## src/sv/srsg_pkg.sv

```systemverilog
// Package for the stepper ramp step generator: widths, command codes,
// sequencer states and shared types. No dependencies.
package srsg_pkg;

  localparam int unsigned PosWidth  = 32;
  localparam int unsigned FracBits  = 8;
  localparam int unsigned QWidth    = 32;
  localparam int unsigned WholeW    = 24;
  localparam int unsigned CfgIdxW   = 2;
  localparam int unsigned DivW      = 64;
  localparam int unsigned DivCntW   = 7;

  localparam logic [QWidth-1:0] QMax      = '1;
  localparam logic [31:0]       IndexMax  = 32'h7FFF_FFFF;
  localparam logic [WholeW-1:0] WholeMax  = '1;
  localparam logic [DivW-1:0]   UsScaled  = DivW'(64'd1000000 << FracBits);

  typedef enum logic [2:0] {
    FUNC_TICK   = 3'd0,
    FUNC_ABS    = 3'd1,
    FUNC_REL    = 3'd2,
    FUNC_STOP   = 3'd3,
    FUNC_SETPOS = 3'd4
  } func_e;

  typedef enum logic [CfgIdxW-1:0] {
    CFG_ACCEL = 2'd0,
    CFG_FIRST = 2'd1,
    CFG_MIN   = 2'd2,
    CFG_INV   = 2'd3
  } cfg_e;

  typedef enum logic [3:0] {
    ST_IDLE,
    ST_DECODE,
    ST_SPEED,
    ST_SPEED_W,
    ST_SQUARE,
    ST_STOPD,
    ST_STOPD_W,
    ST_AFTER_ST,
    ST_RAMP,
    ST_DELTA_W,
    ST_FINISH,
    ST_OUT
  } state_e;

  // Request to and answer from the shared divider.
  typedef struct packed {
    logic            start;
    logic [DivW-1:0] num;
    logic [DivW-1:0] den;
  } div_req_t;

  typedef struct packed {
    logic            done;
    logic [DivW-1:0] quot;
  } div_rsp_t;

endpackage

```

## src/sv/srsg_divider.sv

```systemverilog
// Shared restoring divider, one quotient bit per cycle.
// Depends on srsg_pkg.
module srsg_divider
  import srsg_pkg::*;
(
  input  logic     clk_i,
  input  logic     rst_ni,
  input  div_req_t req_i,
  output div_rsp_t rsp_o
);

  logic [DivW-1:0]    rem_q, rem_d, quo_q, quo_d, den_q, den_d;
  logic [DivCntW-1:0] cnt_q, cnt_d;
  logic               busy_q, busy_d, done_q, done_d;
  logic [DivW:0]      trial;

  always_comb begin
    rem_d  = rem_q;
    quo_d  = quo_q;
    den_d  = den_q;
    cnt_d  = cnt_q;
    busy_d = busy_q;
    done_d = 1'b0;
    trial  = {rem_q, quo_q[DivW-1]};
    if (req_i.start) begin
      rem_d  = '0;
      quo_d  = req_i.num;
      den_d  = req_i.den;
      cnt_d  = DivCntW'(DivW);
      busy_d = 1'b1;
    end else if (busy_q) begin
      quo_d = {quo_q[DivW-2:0], 1'b0};
      if (trial >= {1'b0, den_q}) begin
        rem_d    = DivW'(trial - {1'b0, den_q});
        quo_d[0] = 1'b1;
      end else begin
        rem_d = trial[DivW-1:0];
      end
      cnt_d = cnt_q - 1'b1;
      if (cnt_q == DivCntW'(1)) begin
        busy_d = 1'b0;
        done_d = 1'b1;
      end
    end
  end

  always_ff @(posedge clk_i or negedge rst_ni) begin
    if (!rst_ni) begin
      busy_q <= 1'b0;
      done_q <= 1'b0;
      cnt_q  <= '0;
    end else begin
      busy_q <= busy_d;
      done_q <= done_d;
      cnt_q  <= cnt_d;
    end
  end

  always_ff @(posedge clk_i) begin
    rem_q <= rem_d;
    quo_q <= quo_d;
    den_q <= den_d;
  end

  assign rsp_o.done = done_q;
  assign rsp_o.quot = quo_q;

endmodule

```

## src/sv/stepper_ramp_step_generator.sv

```systemverilog
// Top level of the stepper ramp step generator: command sequencer, state
// and registers. Depends on srsg_pkg and srsg_divider.
//
// Usage: one request on the input channel (func_i, position_value_i) gives
// exactly one result on the output channel. A tick (func 0) counts one
// microsecond and issues a step when the interval has elapsed; commands move,
// stop or redefine the position. Configuration is written through the
// cfg channel (index 0 accel_rate, 1 first interval, 2 min interval,
// 3 dir_invert) while no request is in flight.
// A request that needs no interval recompute goes from decode straight to the
// output state. A recompute runs the shared 64-bit divider up to three times
// (speed, stopping distance, ramp delta), and a stop command, which first
// finds the stopping distance, runs it more often. The block works on one
// request at a time; in_stall_o is high while a request is processed. The
// next request may be accepted while the previous result still waits, and
// it then holds in its last step until that result is taken. The product
// v*v is one 32x32 multiply, registered.
// Reset clears position, goal, ramp and interval state to zero and loads the
// register reset values. A stalled result holds until taken.
module stepper_ramp_step_generator
  import srsg_pkg::*;
(
  input  logic                     clk_i,
  input  logic                     rst_ni,
  input  logic                     in_valid_i,
  output logic                     in_stall_o,
  input  logic [2:0]               func_i,
  input  logic signed [31:0]       position_value_i,
  output logic                     out_valid_o,
  input  logic                     out_stall_i,
  output logic                     step_pulse_o,
  output logic                     dir_level_o,
  output logic                     running_o,
  output logic signed [31:0]       position_now_o,
  output logic [WholeW-1:0]        interval_us_o,
  input  logic                     cfg_valid_i,
  output logic                     cfg_ready_o,
  input  logic [CfgIdxW-1:0]       cfg_index_i,
  input  logic [31:0]              cfg_data_i
);

  state_e state_q, state_d;

  logic [19:0]         accel_q;
  logic [QWidth-1:0]   first_q, min_q;
  logic                inv_q;

  logic [PosWidth-1:0] cur_q, cur_d, goal_q, goal_d;
  logic signed [31:0]  n_q, n_d;
  logic [QWidth-1:0]   iq_q, iq_d;
  logic [WholeW-1:0]   whole_q, whole_d;
  logic                cw_q, cw_d, mov_q, mov_d;
  logic [31:0]         el_q, el_d;

  logic [2:0]          func_q;
  logic [PosWidth-1:0] val_q;
  logic                pulse_q, pulse_d;
  logic                stop_cmd_q, stop_cmd_d;
  logic [31:0]         st_q, st_d;     // stopping distance, saturated
  logic [DivW-1:0]     sq_q, sq_d;     // v*v

  logic                ov_q, ov_d;
  logic                o_pulse_q, o_dir_q, o_run_q;
  logic [31:0]         o_pos_q;
  logic [WholeW-1:0]   o_int_q;

  div_req_t div_req;
  div_rsp_t div_rsp;

  srsg_divider u_div (
    .clk_i  (clk_i),
    .rst_ni (rst_ni),
    .req_i  (div_req),
    .rsp_o  (div_rsp)
  );

  assign cfg_ready_o = (state_q == ST_IDLE);
  assign in_stall_o  = (state_q != ST_IDLE) || cfg_valid_i;

  logic [PosWidth-1:0]        diff;
  logic signed [PosWidth-1:0] dist_go;
  logic [PosWidth:0]          dmag;
  logic [PosWidth-1:0]        target;
  logic signed [33:0]         den4;
  logic [33:0]                den_mag;
  logic [32:0]                q_sum;
  logic [QWidth-1:0]          q_new;
  logic [QWidth-FracBits-1:0] whole_full;
  logic signed [32:0]         n_adj;

  assign diff    = goal_q - cur_q;
  assign dist_go = $signed(diff);
  assign dmag = dist_go[PosWidth-1] ? (PosWidth+1)'(-$signed({dist_go[PosWidth-1], dist_go}))
                                    : {1'b0, diff};

  always_comb begin
    state_d    = state_q;
    cur_d      = cur_q;
    goal_d     = goal_q;
    n_d        = n_q;
    iq_d       = iq_q;
    whole_d    = whole_q;
    cw_d       = cw_q;
    mov_d      = mov_q;
    el_d       = el_q;
    pulse_d    = pulse_q;
    stop_cmd_d = stop_cmd_q;
    st_d       = st_q;
    sq_d       = sq_q;
    ov_d       = ov_q;
    div_req    = '0;
    target     = '0;
    den4       = '0;
    den_mag    = '0;
    q_sum      = '0;
    q_new      = '0;
    whole_full = '0;
    n_adj      = '0;
    if (ov_q && !out_stall_i) ov_d = 1'b0;

    unique case (state_q)
      ST_IDLE: begin
        if (in_valid_i && !in_stall_o) begin
          state_d    = ST_DECODE;
          pulse_d    = 1'b0;
          stop_cmd_d = 1'b0;
        end
      end
      ST_DECODE: begin
        state_d = ST_OUT;
        priority case (func_q)
          FUNC_TICK: begin
            if (el_q != 32'hFFFF_FFFF) el_d = el_q + 1'b1;
            if (whole_q != '0 && el_d >= {8'd0, whole_q}) begin
              cur_d   = cw_q ? cur_q + 1'b1 : cur_q - 1'b1;
              el_d    = '0;
              pulse_d = 1'b1;
              state_d = ST_SPEED;
            end
          end
          FUNC_ABS, FUNC_REL: begin
            target = (func_q == FUNC_ABS) ? val_q : cur_q + val_q;
            if (target != goal_q) begin
              goal_d  = target;
              state_d = ST_SPEED;
            end
          end
          FUNC_STOP: begin
            if (mov_q) begin
              stop_cmd_d = 1'b1;
              state_d    = ST_SPEED;
            end
          end
          FUNC_SETPOS: begin
            cur_d   = val_q;
            goal_d  = val_q;
            n_d     = '0;
            whole_d = '0;
            mov_d   = 1'b0;
          end
          default: ;
        endcase
      end
      ST_SPEED: begin
        if (!mov_q) begin
          st_d    = '0;
          state_d = ST_AFTER_ST;
        end else begin
          div_req.start = 1'b1;
          div_req.num   = UsScaled;
          div_req.den   = {32'd0, iq_q};
          state_d       = ST_SPEED_W;
        end
      end
      ST_SPEED_W: begin
        if (div_rsp.done) begin
          if (div_rsp.quot[63:32] != '0) begin
            st_d    = IndexMax;
            state_d = ST_AFTER_ST;
          end else begin
            sq_d    = div_rsp.quot[31:0] * div_rsp.quot[31:0];
            state_d = ST_SQUARE;
          end
        end
      end
      ST_SQUARE: begin
        div_req.start = 1'b1;
        div_req.num   = sq_q;
        div_req.den   = {43'd0, accel_q, 1'b0};
        state_d       = ST_STOPD_W;
      end
      ST_STOPD_W: begin
        if (div_rsp.done) begin
          st_d    = (div_rsp.quot > {32'd0, IndexMax}) ? IndexMax : div_rsp.quot[31:0];
          state_d = ST_AFTER_ST;
        end
      end
      ST_AFTER_ST: begin
        if (stop_cmd_q) begin
          stop_cmd_d = 1'b0;
          target = cw_q ? cur_q + PosWidth'(st_q) + 1'b1
                        : cur_q - PosWidth'(st_q) - 1'b1;
          if (target != goal_q) begin
            goal_d  = target;
            state_d = ST_SPEED;
          end else begin
            state_d = ST_OUT;
          end
        end else begin
          state_d = ST_RAMP;
        end
      end
      ST_RAMP: begin
        if (dist_go == '0 && st_q <= 32'd1) begin
          whole_d = '0;
          mov_d   = 1'b0;
          n_d     = '0;
          state_d = ST_OUT;
        end else begin
          n_adj = 33'(n_q);
          // With the goal reached the ramp index is left as it is.
          if (dist_go > 0) begin
            if (n_q > 0) begin
              if ({1'b0, st_q} >= dmag || !cw_q) n_adj = -$signed({1'b0, st_q});
            end else if (n_q < 0) begin
              if ({1'b0, st_q} < dmag && cw_q) n_adj = -33'(n_q);
            end
          end else if (dist_go < 0) begin
            if (n_q > 0) begin
              if ({1'b0, st_q} >= dmag || cw_q) n_adj = -$signed({1'b0, st_q});
            end else if (n_q < 0) begin
              if ({1'b0, st_q} < dmag && !cw_q) n_adj = -33'(n_q);
            end
          end
          n_d = 32'(n_adj);
          if (n_adj == '0) begin
            cw_d    = (dist_go > 0);
            iq_d    = first_q;
            state_d = ST_FINISH;
          end else begin
            den4    = 34'(n_adj) * 34'sd4 + 34'sd1;
            den_mag = den4[33] ? 34'(-den4) : den4;
            div_req.start = 1'b1;
            div_req.num   = {31'd0, iq_q, 1'b0};
            div_req.den   = {30'd0, den_mag};
            state_d       = ST_DELTA_W;
          end
        end
      end
      ST_DELTA_W: begin
        if (div_rsp.done) begin
          if (n_q > 0) begin
            q_sum = {1'b0, iq_q} - 33'(div_rsp.quot);
          end else begin
            q_sum = 33'({1'b0, iq_q}) + 33'(div_rsp.quot);
            if (div_rsp.quot[63:33] != '0 || q_sum[32]) q_sum = {1'b0, QMax};
          end
          q_new   = q_sum[31:0];
          iq_d    = (q_new < min_q) ? min_q : q_new;
          state_d = ST_FINISH;
        end
      end
      ST_FINISH: begin
        if (n_q != $signed(IndexMax)) n_d = n_q + 1'b1;
        whole_full = iq_q[QWidth-1:FracBits];
        if (whole_full > WholeMax) whole_d = WholeMax;
        else whole_d = whole_full[WholeW-1:0];
        if (whole_d == '0) whole_d = WholeW'(1);
        mov_d   = 1'b1;
        state_d = ST_OUT;
      end
      ST_OUT: begin
        if (!ov_q || !out_stall_i) begin
          ov_d    = 1'b1;
          state_d = ST_IDLE;
        end
      end
      default: state_d = ST_IDLE;
    endcase
  end

  always_ff @(posedge clk_i or negedge rst_ni) begin
    if (!rst_ni) begin
      state_q <= ST_IDLE;
      accel_q <= 20'd1000;
      first_q <= 32'd7739136;
      min_q   <= 32'd256000;
      inv_q   <= 1'b0;
      cur_q   <= '0;
      goal_q  <= '0;
      n_q     <= '0;
      iq_q    <= '0;
      whole_q <= '0;
      cw_q    <= 1'b0;
      mov_q   <= 1'b0;
      el_q    <= '0;
      ov_q    <= 1'b0;
      stop_cmd_q <= 1'b0;
    end else begin
      state_q <= state_d;
      cur_q   <= cur_d;
      goal_q  <= goal_d;
      n_q     <= n_d;
      iq_q    <= iq_d;
      whole_q <= whole_d;
      cw_q    <= cw_d;
      mov_q   <= mov_d;
      el_q    <= el_d;
      ov_q    <= ov_d;
      stop_cmd_q <= stop_cmd_d;
      if (cfg_valid_i && cfg_ready_o) begin
        unique case (cfg_e'(cfg_index_i))
          CFG_ACCEL: accel_q <= (cfg_data_i[19:0] == '0) ? 20'd1 : cfg_data_i[19:0];
          CFG_FIRST: first_q <= (cfg_data_i == '0) ? 32'd1 : cfg_data_i;
          CFG_MIN:   min_q   <= (cfg_data_i == '0) ? 32'd1 : cfg_data_i;
          CFG_INV:   inv_q   <= cfg_data_i[0];
          default: ;
        endcase
      end
    end
  end

  always_ff @(posedge clk_i) begin
    pulse_q <= pulse_d;
    st_q    <= st_d;
    sq_q    <= sq_d;
    if (state_q == ST_IDLE && in_valid_i && !in_stall_o) begin
      func_q <= func_i;
      val_q  <= position_value_i;
    end
    if (state_q == ST_OUT && (!ov_q || !out_stall_i)) begin
      o_pulse_q <= pulse_q;
      o_dir_q   <= cw_q ^ inv_q;
      o_run_q   <= mov_q || (goal_q != cur_q);
      o_pos_q   <= cur_q;
      o_int_q   <= whole_q;
    end
  end

  assign out_valid_o    = ov_q;
  assign step_pulse_o   = o_pulse_q;
  assign dir_level_o    = o_dir_q;
  assign running_o      = o_run_q;
  assign position_now_o = o_pos_q;
  assign interval_us_o  = o_int_q;

endmodule

```

## config.mk

```make
export PLATFORM = sky130hd
export DESIGN_NAME = stepper_ramp_step_generator
export DESIGN_NICKNAME = d
export VERILOG_FILES = /design/src/sv/srsg_pkg.sv /design/src/sv/srsg_divider.sv /design/src/sv/stepper_ramp_step_generator.sv
export SDC_FILE = /design/constraint.sdc
export NUM_CORES = 2
export LEC_CHECK = 0
export BUFFER_PORTS_ARGS = -buffer_cell sky130_fd_sc_hd__buf_4
export CAP_MARGIN = 10
export CORE_AREA = 2 2 454 456
export CTS_CLUSTER_DIAMETER = 60
export DETAILED_ROUTE_END_ITERATION = 10
export DIE_AREA = 0 0 456 458
export GPL_TIMING_DRIVEN = 0
export SLEW_MARGIN = 20
export SYNTH_ARGS = -nofsm -noshare
export SYNTH_HDL_FRONTEND = slang
export SYNTH_SLANG_ARGS = --single-unit
```

## constraint.sdc

```tcl
create_clock -name clk_i -period 11 [get_ports clk_i]
set_input_delay 3.3 -clock clk_i [delete_from_list [all_inputs] [get_ports clk_i]]
set_output_delay 3.3 -clock clk_i [all_outputs]
set_load 0.02 [all_outputs]
```

==> results.py <==
metrics = {
    "outcome": {
        "run_status": "complete, no violations",
    },
    "floorplanning": {
        "initial_utilization_pct": 37.9,
        "die_height_um": 458,
        "die_width_um": 456,
        "die_area_mm2": 0.209,
        "ioPinCount": 136,
        "num_rows": 166,
        "fp.coreArea_mm2": 0.204,
    },
    "setup_path": {
        "timing.critical_path.from_type": "flip-flop",
        "worst_ep_arrival_time_ns": 11.16,
        "worst-r2r-cell-count": 37,
        "critical_path_required_ns": 11.44,
        "cp_slowest_cell": "sky130_fd_sc_hd__dfrtp_1",
        "critPathCaptureType": "flip-flop",
        "critical_path_peak_fanout": 13,
        "critical_path.max_stage_delay_ns": 0.58,
        "type_of_the_setup_path_with_the_least_slack": "reg -> reg",
    },
    "logic_synthesis": {
        "post_synth_num_cell_types": 109,
        "synth_enable_flop_cells": 287,
        "postSynth.asyncResetShare_pct": 44.9,
        "synth_top_cells_by_area": "sky130_fd_sc_hd__fa_1 21%, sky130_fd_sc_hd__edfxtp_1 11%, sky130_fd_sc_hd__ha_1 10%",
        "synth-xor-area-share_pct": 5.84,
        "synth.cell_area_mm2": 0.0772,
        "yosysWarningCount": 0,
        "post_synth_inst_count": 8561,
        "synth_simple_gate_area_share_pct": 14.1,
        "area_fraction_in_compound_gates_after_synthesis_pct": 15.1,
        "syn_avg_cell_area_um2": 9.01,
        "post_synth_fa_ha_maj_area_fraction_pct": 31.2,
        "synth_top_family_by_area": "adder cells",
        "synth_top_area_cell": "sky130_fd_sc_hd__fa_1",
        "synth.mux.area_fraction_pct": 3.45,
        "synth.yosys.seq_area_share_pct": 22.1,
        "synth_seq_cells": 637,
        "synth_most_common_cell": "sky130_fd_sc_hd__inv_1",
        "synth_common_cells": "1,269 x sky130_fd_sc_hd__inv_1, 815 x sky130_fd_sc_hd__fa_1, 725 x sky130_fd_sc_hd__nor2_1",
        "synth_top_cell_area_share_pct": 21.1,
        "prevailing_post_synth_register_cell": "sky130_fd_sc_hd__edfxtp_1",
    },
    "worst_hold_path": {
        "timing.hold.worst.class": "reg -> reg",
        "worstHoldPathCells": 0,
    },
    "sta": {
        "finalHoldViolations": 0,
        "finalClockSkew_ns": 0.0904,
        "finalWorstSetupSlack_ns": 0.286,
        "fin_crit_ns": 10.71,
        "worstMarginPinSlew_ns": 1.23,
        "highest_attainable_clock_frequency_mhz": 93.3,
        "finalSetupViolCount": 0,
        "final_max_slew_viol_count": 0,
        "relSlewSlack_pct": 17.9,
        "final_worst_path_cycle_share_pct": 97.4,
    },
    "cells_and_area": {
        "flow.area_growth_from_synthesis_pct": 10.7,
        "stdcell_count": 11580,
        "fin_nets": 10322,
        "drive_gt1_share_pct": 8.11,
        "design_area_mm2": 0.0854,
        "final_core_utilization_pct": 41.9,
    },
    "grt": {
        "grt_max_degree": 84,
        "antenna_found_initial": 6,
        "grt_pass1_wl_mm": 425,
        "gr-total-overflow": 0,
        "global_route.usage.total_pct": 26.9,
        "number_of_global_route_vias_before_repair": 66384,
    },
    "drt": {
        "routed-via-count": 65797,
        "violation_count_after_the_first_detailed_routing_iteration": 5982,
        "totalWireLength_mm": 283,
        "drt-vias-per-instance": 5.68,
        "drt.antenna.violating_nets": 0,
        "drc": 0,
        "post_drt_wl_per_cell_um": 24.4,
        "drt_pre_antenna_iters": 9,
    },
    "power": {
        "power_density_mw_per_mm2": 65.5,
        "ir_worst_vdd_uv": 118,
        "cellLeakagePower_nw": 38.5,
    },
    "clock_tree": {
        "tritoncts": "done",
        "worst_setup_hold_path_clk_slew_ns": 0.06,
        "cts.htree.levels": 3,
        "clock_tree.root_cell": "sky130_fd_sc_hd__clkbuf_16",
        "clock_tree.buffer_depth": 3,
        "clock-sinks": 637,
        "clock_latency_ns": 0.78,
        "tritoncts.num_buffers": 88,
        "hold_buffers_post_cts": 0,
    },
    "placed_design": {
        "detailedPlace.worstSlack_ns": -3.65,
        "place_area_mm2": 0.0819,
        "gpl.final_weighted_congestion": 0.991,
        "placed_cells": 11398,
        "numPortBuffers": 135,
        "place_hpwl_mm": 224,
    },
    "job": {
        "cap_violations": 0,
    },
}
-- final cells by class --
cell class,count,area [um2]
sequential,637,17100
multi-input combinational,6248,54000
timing repair buffer,165,1400
antenna,3,7.51
inverter,1281,4830
fill,20090,118000
tap,2688,3360
buffer,393,1660
clock buffer,105,2310
clock inverter,60,785
-- logic make-up after synthesis --
family / count (synthesis)
AO/OA/AOI/OAI: 1733
XOR/XNOR: 506
adder cells (fa/ha/maj): 1434
buffers and inverters: 1678
flip-flops: 637
multiplexers: 247
other: 1
AND/OR/NAND/NOR: 2325
-- registers in the layout, indices dropped and copies added, names as in the netlist, 3 cells and up --
register / cells
el_q: 32
u_div.rem_q: 64
position_now_o: 32
goal_q: 32
sq_q: 63
u_div.cnt_q: 7
func_q: 3
n_q: 32
min_q: 32
iq_q: 32
u_div.quo_q: 64
cur_q: 32
val_q: 32
state_q: 4
interval_us_o: 24
accel_q: 20
u_div.den_q: 33
st_q: 32
first_q: 32
whole_q: 24
-- report_power, final --
part	switching, mW	internal, mW
combinational	0.0385	0.0214
sequential	0.0000000000000000286	2.47
clock	1.27	1.79
total	1.31	4.29
-- layer usage --
metal | up-vias | wire length, um | global-route usage, %
li1 | 29518 | - | -
met1 | 32709 | 116000 | 35.0
met2 | 2908 | 127000 | 42.6
met3 | 654 | 23800 | 5.22
met4 | 8 | 16800 | 13.7
met5 | - | 61 | 0
-- repair_timing --
item                                    CTS  global route
resized for setup                        60            54
endpoints found under the setup margin  332           301
setup buffers                             3            14
pin swaps                                 3             2
-- placed cells by master, fill, tap and decap left out, types with 138 or more instances in the layout --
cell type	synthesis	final
sky130_fd_sc_hd__buf_4	3	156
sky130_fd_sc_hd__inv_1	1269	1268
sky130_fd_sc_hd__a21o_1	138	138
sky130_fd_sc_hd__nor2_1	725	723
sky130_fd_sc_hd__dfrtp_1	265	262
sky130_fd_sc_hd__nor3_1	162	158
sky130_fd_sc_hd__clkbuf_1	328	297
sky130_fd_sc_hd__nand3_1	151	150
sky130_fd_sc_hd__o21ai_0	364	361
sky130_fd_sc_hd__ha_1	619	619
sky130_fd_sc_hd__fa_1	815	815
sky130_fd_sc_hd__a21oi_1	417	412
sky130_fd_sc_hd__xnor2_1	353	353
sky130_fd_sc_hd__edfxtp_1	287	287
sky130_fd_sc_hd__nand2_1	705	702
sky130_fd_sc_hd__mux2_2	143	143
sky130_fd_sc_hd__xor2_1	148	148
-- critical path, delay by kind of cell (launching register included) --
family | cells | cell delay [ns]
compound gates | 8 | 2.08
xor+xnor | 1 | 0.19
fa+ha+maj | 3 | 1.25
buf+inv | 10 | 3.07
flops | 1 | 0.58
simple gates | 15 | 3.17
-- worst paths after layout --
| path | to | start | slack [ns] |
|---|---|---|---|
| worst max-delay path | u_div.quo_q[28] | cur_q[17] | 0.29 |
| max in group asynchronous | first_q[17] | rst_ni | 6.74 |
| worst max register to register | u_div.quo_q[28] | cur_q[17] | 0.29 |
| worst min register to register | step_pulse_o | pulse_q | 0.42 |
| min in group asynchronous | goal_q[3] | rst_ni | 2.48 |
| worst min-delay path | step_pulse_o | pulse_q | 0.42 |
-- stage by stage --
| step | hold slack [ns] | total power [mW] | TNS (ns) |
|---|---|---|---|
| final | 0.423 | 5.60 | 0 |
| after global routing | 0.453 | 5.75 | -0.00981 |
| after CTS | 0.424 | 5.66 | 0 |
| after detailed placement | 0.410 | 2.58 | -924.11 |
| after global placement | 0.405 | 2.57 | -1259.76 |
| after floorplan | 0.400 | 2.52 | 0 |
(Power assumes the default switching activity.)
